$ cat src/assert_macros.svh
// assertion macros shared by the receive filter rtl
// expects clk and rst_n in the scope where a macro is used
`ifndef ASSERT_MACROS_SVH
`define ASSERT_MACROS_SVH

// property that must hold at every clock edge out of reset
`define ASSERT_HOLDS(label, expr, msg) \
  label: assert property (@(posedge clk) disable iff (!rst_n) (expr)) else $error(msg);

// implication checked at every clock edge out of reset
`define ASSERT_IMPLIES(label, cond, expr, msg) \
  label: assert property (@(posedge clk) disable iff (!rst_n) (cond) |-> (expr)) else $error(msg);

`endif

$ cat src/adrf_pkg.sv
// package of the art-net dmx receive filter: job and result types, codes, constants
// no dependencies
`default_nettype none

package adrf_pkg;

  // input operations
  localparam logic OP_BYTE = 1'b0;
  localparam logic OP_TICK = 1'b1;

  // result kinds
  localparam logic [1:0] KIND_CHAN     = 2'd0;
  localparam logic [1:0] KIND_VERDICT  = 2'd1;
  localparam logic [1:0] KIND_ACTIVITY = 2'd2;

  // verdict codes
  localparam logic [2:0] VD_ACCEPTED  = 3'd0;
  localparam logic [2:0] VD_POLL      = 3'd1;
  localparam logic [2:0] VD_SHORT     = 3'd2;
  localparam logic [2:0] VD_BAD_ID    = 3'd3;
  localparam logic [2:0] VD_OTHER_OP  = 3'd4;
  localparam logic [2:0] VD_TRUNCATED = 3'd5;
  localparam logic [2:0] VD_WINDOW    = 3'd6;

  // configuration register indexes
  localparam logic [1:0] REG_UNIVERSE_FIRST   = 2'd0;
  localparam logic [1:0] REG_UNIVERSE_SPAN    = 2'd1;
  localparam logic [1:0] REG_ACTIVITY_TIMEOUT = 2'd2;

  // protocol constants
  localparam logic [15:0] ARTNET_OP_POLL = 16'h2000;
  localparam logic [15:0] ARTNET_OP_DMX  = 16'h5000;
  localparam int unsigned ID_BYTES  = 7;
  localparam int unsigned MIN_BYTES = 10;
  localparam int unsigned HDR_BYTES = 18;

  // fixed field widths
  localparam int unsigned UNI_W = 16;
  localparam int unsigned IDX_W = 9;
  localparam int unsigned LEN_W = 10;
  localparam int unsigned TMO_W = 32;

  // queue between parser and emitter
  localparam int unsigned QUEUE_DEPTH = 4;
  localparam int unsigned QPTR_W      = 2;
  localparam int unsigned QCNT_W      = 3;

  // configuration registers as seen by the parser
  typedef struct packed {
    logic [UNI_W-1:0] universe_first;
    logic [UNI_W-1:0] universe_span;
    logic [TMO_W-1:0] activity_timeout;
  } cfg_t;

  // one parsed item, expands into one or two results
  typedef struct packed {
    logic             is_tick;
    logic             has_chan;
    logic             has_verdict;
    logic [UNI_W-1:0] universe;
    logic [IDX_W-1:0] index;
    logic [7:0]       value;
    logic [2:0]       verdict;
    logic [LEN_W-1:0] length;
    logic             active;
  } job_t;

  // one result item
  typedef struct packed {
    logic [1:0]       kind;
    logic [UNI_W-1:0] universe;
    logic [IDX_W-1:0] index;
    logic [7:0]       value;
    logic [2:0]       verdict;
    logic [LEN_W-1:0] length;
    logic             active;
    logic             last;
  } res_t;

  // expected "Art-Net" id bytes
  function automatic logic [7:0] art_id_byte(input logic [2:0] pos);
    logic [7:0] b;
    begin
      unique case (pos)
        3'd0:    b = 8'h41;
        3'd1:    b = 8'h72;
        3'd2:    b = 8'h74;
        3'd3:    b = 8'h2D;
        3'd4:    b = 8'h4E;
        3'd5:    b = 8'h65;
        3'd6:    b = 8'h74;
        default: b = 8'h00;
      endcase
      return b;
    end
  endfunction

endpackage

`default_nettype wire

$ cat src/adrf_front.sv
// parser front end: accepts bytes and ticks, tracks header state, builds jobs
// depends on adrf_pkg and assert_macros.svh
`default_nettype none
`include "assert_macros.svh"

module adrf_front #(
  parameter int unsigned MAX_DATAGRAM = 530,
  parameter int unsigned MAX_CHANNELS = 512
) (
  input  wire logic          clk,
  input  wire logic          rst_n,
  input  wire adrf_pkg::cfg_t cfg,
  input  wire logic          in_valid,
  input  wire logic          in_ready,
  input  wire logic          in_op,
  input  wire logic [7:0]    in_byte,
  input  wire logic          in_end,
  output logic               push,
  output adrf_pkg::job_t     job
);

  localparam int unsigned POS_W = $clog2(MAX_DATAGRAM + 1);
  localparam int unsigned CMP_W = (POS_W > 10) ? POS_W + 1 : 11;
  localparam int unsigned UW    = adrf_pkg::UNI_W;
  localparam int unsigned LW    = adrf_pkg::LEN_W;
  localparam int unsigned TW    = adrf_pkg::TMO_W;

  logic [POS_W-1:0] pos_r, pos_nxt;
  logic             id_r, id_nxt;
  logic [15:0]      opc_r, opc_nxt;
  logic [UW-1:0]    uni_r, uni_nxt;
  logic [LW-1:0]    len_r, len_nxt;
  logic             ever_r, ever_nxt;
  logic [TW-1:0]    age_r, age_nxt;

  logic             accept;
  logic [15:0]      len_hi;
  logic [10:0]      len_sum;
  logic [CMP_W-1:0] cnt_ext;
  logic [2:0]       vd;
  logic             emit_chan;

  // window check with an unwrapped 17-bit top
  function automatic logic in_win(input logic [UW-1:0] u);
    logic [UW:0] top;
    begin
      top = {1'b0, cfg.universe_first} + {1'b0, cfg.universe_span};
      return (u >= cfg.universe_first) && ({1'b0, u} < top);
    end
  endfunction

  // channel index is the byte offset past the header
  function automatic logic [adrf_pkg::IDX_W-1:0] IDX_W_TRUNC(input logic [POS_W-1:0] p);
    logic [CMP_W-1:0] d;
    begin
      d = CMP_W'(p) - CMP_W'(adrf_pkg::HDR_BYTES);
      return d[adrf_pkg::IDX_W-1:0];
    end
  endfunction

  assign accept = in_valid && in_ready;
  assign len_hi = {in_byte, 8'h00};
  assign len_sum = 11'(len_r) + 11'(in_byte);

  // parse step, verdict and activity
  always_comb begin
    pos_nxt   = pos_r;
    id_nxt    = id_r;
    opc_nxt   = opc_r;
    uni_nxt   = uni_r;
    len_nxt   = len_r;
    ever_nxt  = ever_r;
    age_nxt   = age_r;
    emit_chan = 1'b0;
    vd        = adrf_pkg::VD_ACCEPTED;
    cnt_ext   = '0;
    job       = '0;
    push      = 1'b0;

    if (accept && in_op == adrf_pkg::OP_TICK) begin
      // tick: saturating age, report activity
      if (age_r != {TW{1'b1}}) age_nxt = age_r + 1'b1;
      job.is_tick = 1'b1;
      job.active  = ever_r && (age_nxt < cfg.activity_timeout);
      push        = 1'b1;
    end else if (accept) begin
      // header capture and channel pass-through
      if (pos_r < POS_W'(MAX_DATAGRAM)) begin
        if (pos_r < POS_W'(adrf_pkg::ID_BYTES)) begin
          if (in_byte != adrf_pkg::art_id_byte(pos_r[2:0])) id_nxt = 1'b0;
        end else if (pos_r == POS_W'(8)) begin
          opc_nxt = {8'h00, in_byte};
        end else if (pos_r == POS_W'(9)) begin
          opc_nxt = {in_byte, opc_r[7:0]};
        end else if (pos_r == POS_W'(14)) begin
          uni_nxt = {8'h00, in_byte};
        end else if (pos_r == POS_W'(15)) begin
          uni_nxt = {in_byte, uni_r[7:0]};
        end else if (pos_r == POS_W'(16)) begin
          len_nxt = (len_hi > 16'(MAX_CHANNELS)) ? LW'(MAX_CHANNELS) : len_hi[LW-1:0];
        end else if (pos_r == POS_W'(17)) begin
          len_nxt = (len_sum > 11'(MAX_CHANNELS)) ? LW'(MAX_CHANNELS) : len_sum[LW-1:0];
        end else if (pos_r >= POS_W'(adrf_pkg::HDR_BYTES)) begin
          emit_chan = id_r && (opc_r == adrf_pkg::ARTNET_OP_DMX) && in_win(uni_r) &&
                      (CMP_W'(pos_r) < CMP_W'(adrf_pkg::HDR_BYTES) + CMP_W'(len_r));
        end
        pos_nxt = pos_r + 1'b1;
      end

      job.has_chan = emit_chan;
      job.universe = uni_nxt;
      job.index    = IDX_W_TRUNC(pos_r);
      job.value    = in_byte;
      job.length   = len_nxt;

      // end of datagram: verdict from the updated header state
      if (in_end) begin
        cnt_ext = CMP_W'(pos_nxt);
        if (cnt_ext < CMP_W'(adrf_pkg::MIN_BYTES)) vd = adrf_pkg::VD_SHORT;
        else if (!id_nxt) vd = adrf_pkg::VD_BAD_ID;
        else if (opc_nxt == adrf_pkg::ARTNET_OP_POLL) vd = adrf_pkg::VD_POLL;
        else if (opc_nxt != adrf_pkg::ARTNET_OP_DMX) vd = adrf_pkg::VD_OTHER_OP;
        else if (cnt_ext < CMP_W'(adrf_pkg::HDR_BYTES) + CMP_W'(len_nxt))
          vd = adrf_pkg::VD_TRUNCATED;
        else if (!in_win(uni_nxt)) vd = adrf_pkg::VD_WINDOW;
        else vd = adrf_pkg::VD_ACCEPTED;

        if (vd == adrf_pkg::VD_ACCEPTED) begin
          ever_nxt = 1'b1;
          age_nxt  = '0;
        end
        job.has_verdict = 1'b1;
        job.verdict     = vd;

        pos_nxt = '0;
        id_nxt  = 1'b1;
        opc_nxt = '0;
        uni_nxt = '0;
        len_nxt = '0;
      end
      push = emit_chan || in_end;
    end
  end

  // state registers
  always_ff @(posedge clk) begin
    if (!rst_n) begin
      pos_r  <= '0;
      id_r   <= 1'b1;
      opc_r  <= '0;
      uni_r  <= '0;
      len_r  <= '0;
      ever_r <= 1'b0;
      age_r  <= '0;
    end else begin
      pos_r  <= pos_nxt;
      id_r   <= id_nxt;
      opc_r  <= opc_nxt;
      uni_r  <= uni_nxt;
      len_r  <= len_nxt;
      ever_r <= ever_nxt;
      age_r  <= age_nxt;
    end
  end

  // byte count never passes the datagram limit
  `ASSERT_HOLDS(a_pos_sat, pos_r <= POS_W'(MAX_DATAGRAM), "byte position past datagram limit")

endmodule

`default_nettype wire

$ cat src/adrf_queue.sv
// short job queue between parser and result emitter
// depends on adrf_pkg and assert_macros.svh
`default_nettype none
`include "assert_macros.svh"

module adrf_queue (
  input  wire logic           clk,
  input  wire logic           rst_n,
  input  wire logic           push,
  input  wire adrf_pkg::job_t push_job,
  input  wire logic           pop,
  output logic                full,
  output logic                empty,
  output adrf_pkg::job_t      head
);

  adrf_pkg::job_t                   slot_r [adrf_pkg::QUEUE_DEPTH];
  logic [adrf_pkg::QPTR_W-1:0]      wr_r, wr_nxt;
  logic [adrf_pkg::QPTR_W-1:0]      rd_r, rd_nxt;
  logic [adrf_pkg::QCNT_W-1:0]      cnt_r, cnt_nxt;
  logic                             do_push, do_pop;

  assign full    = (cnt_r == adrf_pkg::QCNT_W'(adrf_pkg::QUEUE_DEPTH));
  assign empty   = (cnt_r == '0);
  assign head    = slot_r[rd_r];
  assign do_push = push && !full;
  assign do_pop  = pop && !empty;

  // pointer and fill count
  always_comb begin
    wr_nxt  = do_push ? wr_r + 1'b1 : wr_r;
    rd_nxt  = do_pop ? rd_r + 1'b1 : rd_r;
    cnt_nxt = cnt_r + adrf_pkg::QCNT_W'(do_push) - adrf_pkg::QCNT_W'(do_pop);
  end

  always_ff @(posedge clk) begin
    if (!rst_n) begin
      wr_r  <= '0;
      rd_r  <= '0;
      cnt_r <= '0;
    end else begin
      wr_r  <= wr_nxt;
      rd_r  <= rd_nxt;
      cnt_r <= cnt_nxt;
    end
  end

  // job storage
  always_ff @(posedge clk) begin
    if (do_push) slot_r[wr_r] <= push_job;
  end

  `ASSERT_HOLDS(a_cnt_bound, cnt_r <= adrf_pkg::QCNT_W'(adrf_pkg::QUEUE_DEPTH), "queue overfilled")
  `ASSERT_IMPLIES(a_no_push_full, push, !full, "job pushed into a full queue")

endmodule

`default_nettype wire

$ cat src/adrf_back.sv
// result emitter: expands queued jobs into result items behind an output register
// depends on adrf_pkg and assert_macros.svh
`default_nettype none
`include "assert_macros.svh"

module adrf_back (
  input  wire logic           clk,
  input  wire logic           rst_n,
  input  wire logic           q_empty,
  input  wire adrf_pkg::job_t head,
  output logic                pop,
  output logic                out_valid,
  input  wire logic           out_ready,
  output adrf_pkg::res_t      out_res
);

  logic           valid_r, valid_nxt;
  logic           phase_r, phase_nxt;
  adrf_pkg::res_t res_r, res_nxt;
  logic           load;

  assign load      = !valid_r || out_ready;
  assign out_valid = valid_r;
  assign out_res   = res_r;

  // pick the next result of the head job
  always_comb begin
    valid_nxt = valid_r;
    phase_nxt = phase_r;
    res_nxt   = res_r;
    pop       = 1'b0;
    if (load) begin
      valid_nxt = !q_empty;
      if (!q_empty) begin
        res_nxt = '0;
        if (head.is_tick) begin
          res_nxt.kind   = adrf_pkg::KIND_ACTIVITY;
          res_nxt.active = head.active;
          res_nxt.last   = 1'b1;
          pop            = 1'b1;
        end else if (head.has_chan && !phase_r) begin
          res_nxt.kind     = adrf_pkg::KIND_CHAN;
          res_nxt.universe = head.universe;
          res_nxt.index    = head.index;
          res_nxt.value    = head.value;
          res_nxt.length   = head.length;
          res_nxt.last     = !head.has_verdict;
          phase_nxt        = head.has_verdict;
          pop              = !head.has_verdict;
        end else begin
          res_nxt.kind     = adrf_pkg::KIND_VERDICT;
          res_nxt.universe = head.universe;
          res_nxt.verdict  = head.verdict;
          res_nxt.length   = head.length;
          res_nxt.last     = 1'b1;
          phase_nxt        = 1'b0;
          pop              = 1'b1;
        end
      end
    end
  end

  always_ff @(posedge clk) begin
    if (!rst_n) begin
      valid_r <= 1'b0;
      phase_r <= 1'b0;
    end else begin
      valid_r <= valid_nxt;
      phase_r <= phase_nxt;
    end
  end

  // payload register
  always_ff @(posedge clk) begin
    res_r <= res_nxt;
  end

  // a pending verdict always sits at the head of the queue
  `ASSERT_IMPLIES(a_phase_head, phase_r, !q_empty && head.has_verdict && !head.is_tick,
                  "second result pending without its job")

endmodule

`default_nettype wire

$ cat src/artnet_dmx_receive_filter.sv
// Art-Net ArtDmx receive filter, top level: config registers, parser, queue, emitter
// depends on adrf_pkg, adrf_front, adrf_queue, adrf_back
//
// Usage:
//   in_*  : one item per handshake; in_tuser = 0 carries a UDP payload byte in
//           in_tdata with in_tlast marking the last byte of a datagram,
//           in_tuser = 1 is a time tick.
//   out_* : results; a channel byte for ArtDmx packets in the universe window,
//           a verdict at each datagram end, an activity flag for each tick.
//           out_tlast marks the last result caused by one input item.
//   cfg_* : register writes (index 0 first universe, 1 span, 2 timeout), always
//           ready, to be done while the block is idle.
// Flow: the queue is written at the edge that accepts an item, and the emitter
//   registers the first result of the item in the output register when the
//   register is free or being read and older queued jobs have gone out.
// Throughput: one item per cycle while in_tready is high; a final byte that
//   also yields a channel result gives two results, absorbed by the 4-entry queue.
// Reset: parse state and activity age clear, registers take their defaults.
// A stalled receiver holds the output register; the queue fills and in_tready
// drops only when all four entries are taken.
`default_nettype none

module artnet_dmx_receive_filter #(
  parameter int unsigned MAX_DATAGRAM = 530,
  parameter int unsigned MAX_CHANNELS = 512
) (
  input  wire logic        clk,
  input  wire logic        rst_n,
  // input channel
  input  wire logic        in_tvalid,
  output logic             in_tready,
  input  wire logic [7:0]  in_tdata,   // [7:0] payload_byte
  input  wire logic        in_tuser,   // [0] operation
  input  wire logic        in_tlast,   // end_of_datagram
  // result channel
  output logic             out_tvalid,
  input  wire logic        out_tready,
  // [15:0] dmx_universe, [24:16] channel_index, [32:25] channel_value,
  // [35:33] verdict, [45:36] data_length, [46] input_active, [47] zero
  output logic [47:0]      out_tdata,
  output logic [1:0]       out_tuser,  // [1:0] result_kind
  output logic             out_tlast,  // last_of_run
  // configuration write channel
  input  wire logic        cfg_valid,
  output logic             cfg_ready,
  input  wire logic [1:0]  cfg_index,
  input  wire logic [31:0] cfg_data
);

  adrf_pkg::cfg_t cfg_r, cfg_nxt;
  adrf_pkg::job_t job, head;
  adrf_pkg::res_t res;
  logic           push, pop, q_full, q_empty;

  assign cfg_ready = 1'b1;

  // configuration registers
  always_comb begin
    cfg_nxt = cfg_r;
    if (cfg_valid) begin
      unique case (cfg_index)
        adrf_pkg::REG_UNIVERSE_FIRST:   cfg_nxt.universe_first   = cfg_data[15:0];
        adrf_pkg::REG_UNIVERSE_SPAN:    cfg_nxt.universe_span    = cfg_data[15:0];
        adrf_pkg::REG_ACTIVITY_TIMEOUT: cfg_nxt.activity_timeout = cfg_data;
        default:                        cfg_nxt = cfg_r;
      endcase
    end
  end

  always_ff @(posedge clk) begin
    if (!rst_n) begin
      cfg_r.universe_first   <= 16'd0;
      cfg_r.universe_span    <= 16'd4;
      cfg_r.activity_timeout <= 32'd1000;
    end else begin
      cfg_r <= cfg_nxt;
    end
  end

  assign in_tready = !q_full;

  // parser
  adrf_front #(
    .MAX_DATAGRAM(MAX_DATAGRAM),
    .MAX_CHANNELS(MAX_CHANNELS)
  ) u_front (
    .clk      (clk),
    .rst_n    (rst_n),
    .cfg      (cfg_r),
    .in_valid (in_tvalid),
    .in_ready (in_tready),
    .in_op    (in_tuser),
    .in_byte  (in_tdata),
    .in_end   (in_tlast),
    .push     (push),
    .job      (job)
  );

  // job queue
  adrf_queue u_queue (
    .clk      (clk),
    .rst_n    (rst_n),
    .push     (push),
    .push_job (job),
    .pop      (pop),
    .full     (q_full),
    .empty    (q_empty),
    .head     (head)
  );

  // result emitter
  adrf_back u_back (
    .clk       (clk),
    .rst_n     (rst_n),
    .q_empty   (q_empty),
    .head      (head),
    .pop       (pop),
    .out_valid (out_tvalid),
    .out_ready (out_tready),
    .out_res   (res)
  );

  // pack the result item
  assign out_tdata = {1'b0, res.active, res.length, res.verdict, res.value, res.index,
                      res.universe};
  assign out_tuser = res.kind;
  assign out_tlast = res.last;

endmodule

`default_nettype wire
$ cat config.mk
export PLATFORM = sky130hd
export DESIGN_NAME = artnet_dmx_receive_filter
export DESIGN_NICKNAME = d
export VERILOG_FILES = /design/src/adrf_pkg.sv /design/src/adrf_front.sv /design/src/adrf_queue.sv /design/src/adrf_back.sv /design/src/artnet_dmx_receive_filter.sv
export VERILOG_INCLUDE_DIRS = /design/src /design/src/src
export SDC_FILE = /design/constraint.sdc
export NUM_CORES = 1
export LEC_CHECK = 0
export BUFFER_PORTS_ARGS = -buffer_cell sky130_fd_sc_hd__buf_2
export CAP_MARGIN = 20
export CORE_MARGIN = 5
export CORE_UTILIZATION = 40
export CTS_CLUSTER_DIAMETER = 200
export CTS_CLUSTER_SIZE = 24
export DETAILED_ROUTE_END_ITERATION = 8
export HOLD_SLACK_MARGIN = 0.06
export MAX_ROUTING_LAYER = met4
export PLACE_DENSITY = 0.54
export REMOVE_ABC_BUFFERS = 1
export SLEW_MARGIN = 20
export SYNTH_ARGS = -nofsm -noshare
export SYNTH_HDL_FRONTEND = slang
export SYNTH_HIERARCHICAL = 1
export SYNTH_SLANG_ARGS = --single-unit
$ cat constraint.sdc
create_clock -name clk -period 10.8 [get_ports clk]
set_input_delay 1.08 -clock clk [delete_from_list [all_inputs] [get_ports clk]]
set_output_delay 1.08 -clock clk [all_outputs]
set_load 0.05 [all_outputs]
==> flow_metrics.tcl, run 1 <==
set metrics [dict create \
    outcome "complete, no violations" \
    fin_area_um2 23700 \
    drv_cap 0 \
    clkLatencyLatePin_ps 580 \
    final_nets 2183 \
    syn_avg_cell_area_um2 11.5 \
    end_kind "register" \
    hold_viol 0 \
    drt_pass1_iterations 5 \
    clk_pin_slew_ps 100 \
    h-tree-depth 1 \
    yosys_warnings 6 \
    synthCells 1930 \
    cts_buffers 21 \
    fp.dieArea_um2 60100 \
    synth_edf_count 250 \
    worst_slack_ps 4000 \
    pre_cts_slack_ps 3570 \
    reg2regPathDepth 24 \
    tightest_slew_ps 1100 \
    first_iter_violations 872 \
    postPlaceCellArea_um2 23100 \
    dr_total_vias 15100 \
    initial_core_util_pct 40.2 \
    yosysMostFrequentCell "edfxtp_1" \
    track_usage_pct 18.2 \
    yosys-top-cells-count "edfxtp_1, dfxtp_1, ha_1, nand2_1, nor2_1" \
    cp-start-kind "primary input" \
    routed_wl_mm 53.8 \
    io_pins 103 \
    setup_violations 0 \
    cts_root_buf "clkbuf_16" \
    vias_per_cell 5.52 \
    cts_resized 0 \
    synth.area.top_cells "edfxtp_1, dfxtp_1, ha_1" \
    async_flop_share_pct 0 \
    antenna_found_initial 0 \
    grt_pass1_wl_mm 86.3 \
    final_util_pct 43.2 \
    path_class "primary input to register" \
    die_h_um 245 \
    holdCritPathClass "register to register" \
    crit_fanout 11 \
    synth_cell_types 109 \
    clockBufferDepth 3 \
    max_freq_mhz 147 \
    yosysTopAreaCellShare_pct 33.9 \
    cts_hold_buf 0 \
    grt_overflow 0 \
    critPathLaunch "in_tdata[0]" \
    cts_tree "yes" \
    whs_path_depth 2 \
    finalClockSkew_ps 40.1 \
    drive_gt1_share_pct 13.0 \
    slew_headroom_pct 26.5 \
    r2r_end "u_front/age_r[20]$_SDFFE_PN0P_" \
    portBuffers 100 \
    hp-start "cfg_r[31]$_SDFFE_PN0P_" \
    tns_ps 0 \
    critical_path_required_ps 11240 \
    ys_dominant_reg_cell "edfxtp_1" \
    ys_seq_area_share_pct 48.5 \
    grt_pass1_vias 15200 \
    place_hpwl_mm 37.3 \
    core.rowCount 86 \
    p_leak_uw 0.00894 \
    powerDensity_nw_per_um2 167 \
    rsz0062_at_grt "false" \
    cts_setup_buffers 0 \
    post_drt_wl_per_cell_um 19.6 \
    drcViolationCount 0 \
    synth_area_um2 22100 \
    grt_max_degree 84 \
    layout_min_cycle_time_ps 6800 \
    maxSlewViolCount 0 \
    area_growth_pct 7.27 \
    ant_nets 0 \
    core_um2 55000 \
    r2r_start "u_front/len_r[0]$_SDFFE_PN0P_" \
    gp_congestion 0.896 \
    ys_seq_elements 411 \
    worstPathArrival_ps 7240 \
    min_period_over_period_pct 63.0 \
    worst_hold_path.endpoint "cfg_r[31]$_SDFFE_PN0P_" \
    die_w_um 245 \
    cts.sinks 411 \
    synth_area_leader_cell "edfxtp_1" \
    ir_worst_vdd_mv 0.133 \
    r2r_slack_ps 4390 \
]
critical path, stage by stage:
cell	delay [ps]
buf_2	220
ha_1	300
fa_1	440
a211oi_1	350
o21bai_1	150
a41oi_1	220
a31oi_1	80
nor4_1	470
a31oi_1	230
o21ai_0	330
and2_1	180
ha_1	140
inv_1	60
o21a_1	230
nor3_1	230
xor2_1	100
ha_1	320
a211oi_1	60
o21ai_0	120
o22ai_1	170
or3_1	320
a31oi_1	370
o211ai_1	350
a2111oi_0	560
o32ai_1	160
how the worst max path moves through the flow:
stage	endpoint	slack, ps
floorplan	u_queue/slot_r[0][11]$_DFFE_PP_	4730
global placement	u_front/age_r[20]$_SDFFE_PN0P_	3700
detailed placement	u_front/age_r[20]$_SDFFE_PN0P_	3570
CTS	u_front/age_r[20]$_SDFFE_PN0P_	4140
global route	u_front/age_r[20]$_SDFFE_PN0P_	3460
finish	u_front/age_r[20]$_SDFFE_PN0P_	4000
logic make-up after synthesis:
| group | share of synthesized area, % |
|---|---|
| other cells | 0.0340 |
| mux | 8.63 |
| simple gates | 14.9 |
| xor+xnor | 3.17 |
| flops | 48.5 |
| compound gates | 11.5 |
| fa+ha+maj | 8.93 |
| buf+inv | 4.41 |
cell usage in the layout, fill, tap and decap left out, types with 46 or more instances in the layout:
master / synthesis / layout
a21oi_1: 61 / 61
buf_2: 19 / 99
mux4_2: 50 / 50
mux2i_1: 76 / 76
nand2_1: 152 / 152
dfxtp_1: 161 / 159
xnor2_1: 46 / 46
inv_1: 94 / 94
o21ai_0: 46 / 46
nor2_1: 151 / 148
edfxtp_1: 250 / 250
ha_1: 153 / 153
layout make-up:
| class | count | area (um^2) |
|---|---|---|
| Clock inverter | 2 | 38.8 |
| Tap cell | 748 | 936 |
| Multi-Input combinational cell | 1330 | 10400 |
| Antenna cell | 1 | 2.50 |
| Fill cell | 5181 | 31300 |
| Timing Repair Buffer | 118 | 638 |
| Clock buffer | 34 | 574 |
| Sequential cell | 411 | 10700 |
| Inverter | 96 | 360 |
report_power, final:
part / switching [uW] / internal, uW
clock network: 514 / 375
logic: 762 / 347
registers: 66.1 / 1900
per-stage QoR:
stage                     power, uW  std cells  hold slack (ps)
after floorplan                2840       1837              434
after global placement         3140       2703              443
after detailed placement       3150       2703              451
after CTS                      4050       2739              469
after global routing           4170       2739              487
final                          3970       2740              464
routing by layer:
layer,routed length [um],global-route usage [%]
met3,2050,1.77
met2,26000,30.6
met1,24800,24.6
met4,1010,3.22
met5,0,-
sequential cells by signal, summed over array words and instances (netlist names), 2 cells and up, named ones only:
| signal | flops |
|---|---|
| cfg_r | 64 |
| u_back/out_res | 50 |
| u_front/age_r | 32 |
| u_front/len_r | 10 |
| u_front/opc_r | 16 |
| u_front/pos_r | 10 |
| u_front/uni_r | 16 |
| u_queue/cnt_r | 3 |
| u_queue/rd_r | 2 |
| u_queue/slot_r | 200 |
| u_queue/wr_r | 2 |
Power figures use the tool's default switching activity.
==> inputs of run 2 (changes only) <==
Settings changed: ABC_AREA set to 1.
Clock period 10.8 ns to 7.05 ns, I/O delays scaled along.
==> run 2 against run 1 <==
Global-route usage down 0.17 points; clock-buffer cell count grew 2; total power increased by 57%; critical path type is now register to register; largest cell class unchanged; clock power is 54% higher; area after synthesis grew 4.0%; setup slack worse by 2700 ps; clock skew rose by 5.2 ps; core utilization fell by 0.26 points; sequential power increased by 55%.
==> flow_metrics.tcl, run 2 <==
set metrics [dict create \
    rsz0062_at_grt "false" \
    ant_nets 0 \
    cts.sinks 411 \
    drv_cap 0 \
    cts_resized 0 \
    outcome "complete, no violations" \
    finalClockSkew_ps 45.2 \
    cts_root_buf "clkbuf_16" \
    final_common_cell "nand2_1" \
    drcViolationCount 0 \
    largest_reg_flops 200 \
    fin_area_um2 24600 \
    grt_pass1_wl_mm 90.9 \
    grt_overflow 0 \
    die_h_um 250 \
    yosysMostFrequentCell "nand2_1" \
    place_hpwl_mm 39.1 \
    drive_gt1_share_pct 12.4 \
    area_growth_pct 6.94 \
    post_drt_wl_per_cell_um 16.4 \
    crit_path_frequent_cell "ha_1" \
    yosys.area_share.simple_pct 21.9 \
    cts_tree "yes" \
    yosysTopAreaCellShare_pct 32.6 \
    critical_path_required_ps 7520 \
    core.rowCount 88 \
    synthCells 2624 \
    track_usage_pct 18.1 \
    die_w_um 250 \
    p_leak_uw 0.0101 \
    hold_viol 0 \
    antenna_found_initial 0 \
    fp.dieArea_um2 62400 \
    clockBufferDepth 3 \
    synth_adder_area_share_pct 8.58 \
    dr_total_vias 17400 \
    worstPathArrival_ps 6220 \
    setup_violations 0 \
    maxSlewViolCount 0 \
    syn_avg_cell_area_um2 8.77 \
    cts_setup_buffers 0 \
    ys_seq_elements 411 \
    cts_hold_buf 0 \
    io_pins 103 \
    async_flop_share_pct 0 \
    yosys-top-cells-count "nand2_1, nor2_1, inv_1, edfxtp_1, a21oi_1" \
    h-tree-depth 1 \
    powerDensity_nw_per_um2 253 \
    final_util_pct 42.9 \
    crit_slowest_cell "dfxtp_1" \
    r2r_start "cfg_r[48]$_SDFFE_PN0P_" \
    vias_per_cell 5.04 \
    critPathMaxStageDelay_ps 390 \
    routed_wl_mm 56.4 \
    initial_core_util_pct 40.1 \
    cpLargestDelayFamily "compound AO/OA/AOI/OAI gates" \
    postPlaceCellArea_um2 24000 \
    muxShareOfSynthArea_pct 0.0435 \
    grt_pass1_vias 17000 \
    max_freq_mhz 174 \
    synth_cell_types 73 \
    grt_max_degree 101 \
    hp-start "cfg_data[29]" \
    synth-xor-area-share_pct 2.32 \
    first_iter_violations 1045 \
    final_nets 2874 \
    portBuffers 100 \
    drt_pass1_iterations 5 \
    core_um2 57400 \
    layout_common_cells "nand2_1, nor2_1, inv_1" \
    cts_buffers 21 \
    tightest_slew_ps 954 \
    clk_pin_slew_ps 100 \
    ys_seq_area_share_pct 46.6 \
    synth-compound-area-share_pct 11.6 \
    synth_area_leader_cell "edfxtp_1" \
    yosys_warnings 6 \
    synth_area_um2 23000 \
    end_kind "register" \
    holdCritPathClass "primary input to register" \
    ir_worst_vdd_mv 0.180 \
    crit_buf_inv 2 \
    clkLatencyLatePin_ps 580 \
    slew_headroom_pct 36.1 \
    gp_congestion 0.899 \
    critPathLaunch "cfg_r[48]$_SDFFE_PN0P_" \
    min_period_over_period_pct 81.6 \
    antenna_cells 0 \
    crit_fanout 5 \
    path_class "register to register" \
    synth_top_family_by_area "simple AND/OR/NAND/NOR gates" \
    tns_ps 0 \
    layout_min_cycle_time_ps 5750 \
    synth.area.top_cells "edfxtp_1, dfxtp_1, ha_1" \
    synth_edf_count 250 \
    ys_dominant_reg_cell "edfxtp_1" \
    cp-start-kind "register" \
    regMostFlops "u_queue/slot_r" \
]
==> run 2: cell types whose count changed in the layout (fill, tap and decap cells not counted), moves of 34 or more <==
| cell | previous run | this run |
|---|---|---|
| o22ai_1 | 4 | 50 |
| nand3_2 | 0 | 37 |
| nor2b_1 | 39 | 0 |
| nand3_1 | 32 | 67 |
| a22oi_1 | 38 | 4 |
| o21ai_1 | 3 | 69 |
| nor2_1 | 148 | 377 |
| inv_1 | 94 | 306 |
| a21oi_1 | 61 | 162 |
| mux4_2 | 50 | 0 |
| a21oi_2 | 0 | 34 |
| nand2_1 | 152 | 452 |
| and2_1 | 36 | 1 |
| mux2i_1 | 76 | 1 |
==> run 2: cell type report <==
type                    instances  area, um^2
clock buffers                  36         582
inverters                     344        1320
repair buffers                122         691
fillers                      5727       32800
multi-input cells            1769       10300
flip-flops and latches        411       10700
clock inverters                 2        38.8
well taps                     765         957
==> run 2: power by group <==
group          switching [uW]  internal [uW]  total (uW)
combinational            1390            405        1800
sequential                114           2940        3060
clock                     787            579        1370
==> run 2: logic make-up after synthesis <==
group | after synthesis
and+or+nand+nor | 1099
AOI/OAI and AO/OA | 450
adders and majority gates | 156
xor gates and xnor gates | 61
DFF | 411
muxes | 1
other | 2
buffers and inverters | 444
==> run 2: final timing paths <==
path	endpoint	slack, ps	cells after the start
max	u_queue/cnt_r[2]$_SDFF_PN0_	1300	29
min	cfg_r[29]$_SDFFE_PN0P_	360	3
max reg2reg	u_queue/cnt_r[2]$_SDFF_PN0_	1300	29
min reg2reg	u_front/opc_r[14]$_SDFFE_PN0P_	470	2
==> run 2: metal layers <==
metal	GRT usage (%)	share of wire, %	vias up
met4	2.71	1.2	0
li1	-	-	8814
met5	-	0	-
met3	1.53	2.7	39
met1	23.3	46	8296
met2	31.8	50	236
==> run 2: per-stage QoR <==
| stage | hold WS, ps | instances | power, uW | worst slack [ps] |
|---|---|---|---|---|
| after floorplan | 429 | 2524 | 4390 | 1050 |
| after global placement | 448 | 3409 | 4920 | 1480 |
| after detailed placement | 449 | 3410 | 4940 | 1340 |
| after CTS | 328 | 3448 | 6320 | 1360 |
| after global routing | 336 | 3449 | 6570 | 899 |
| final | 359 | 3449 | 6220 | 1300 |
==> run 2: worst min-delay path, stage by stage <==
cell and delay (ps):
buf_2 80, nor2_1 30, nor2_1 80
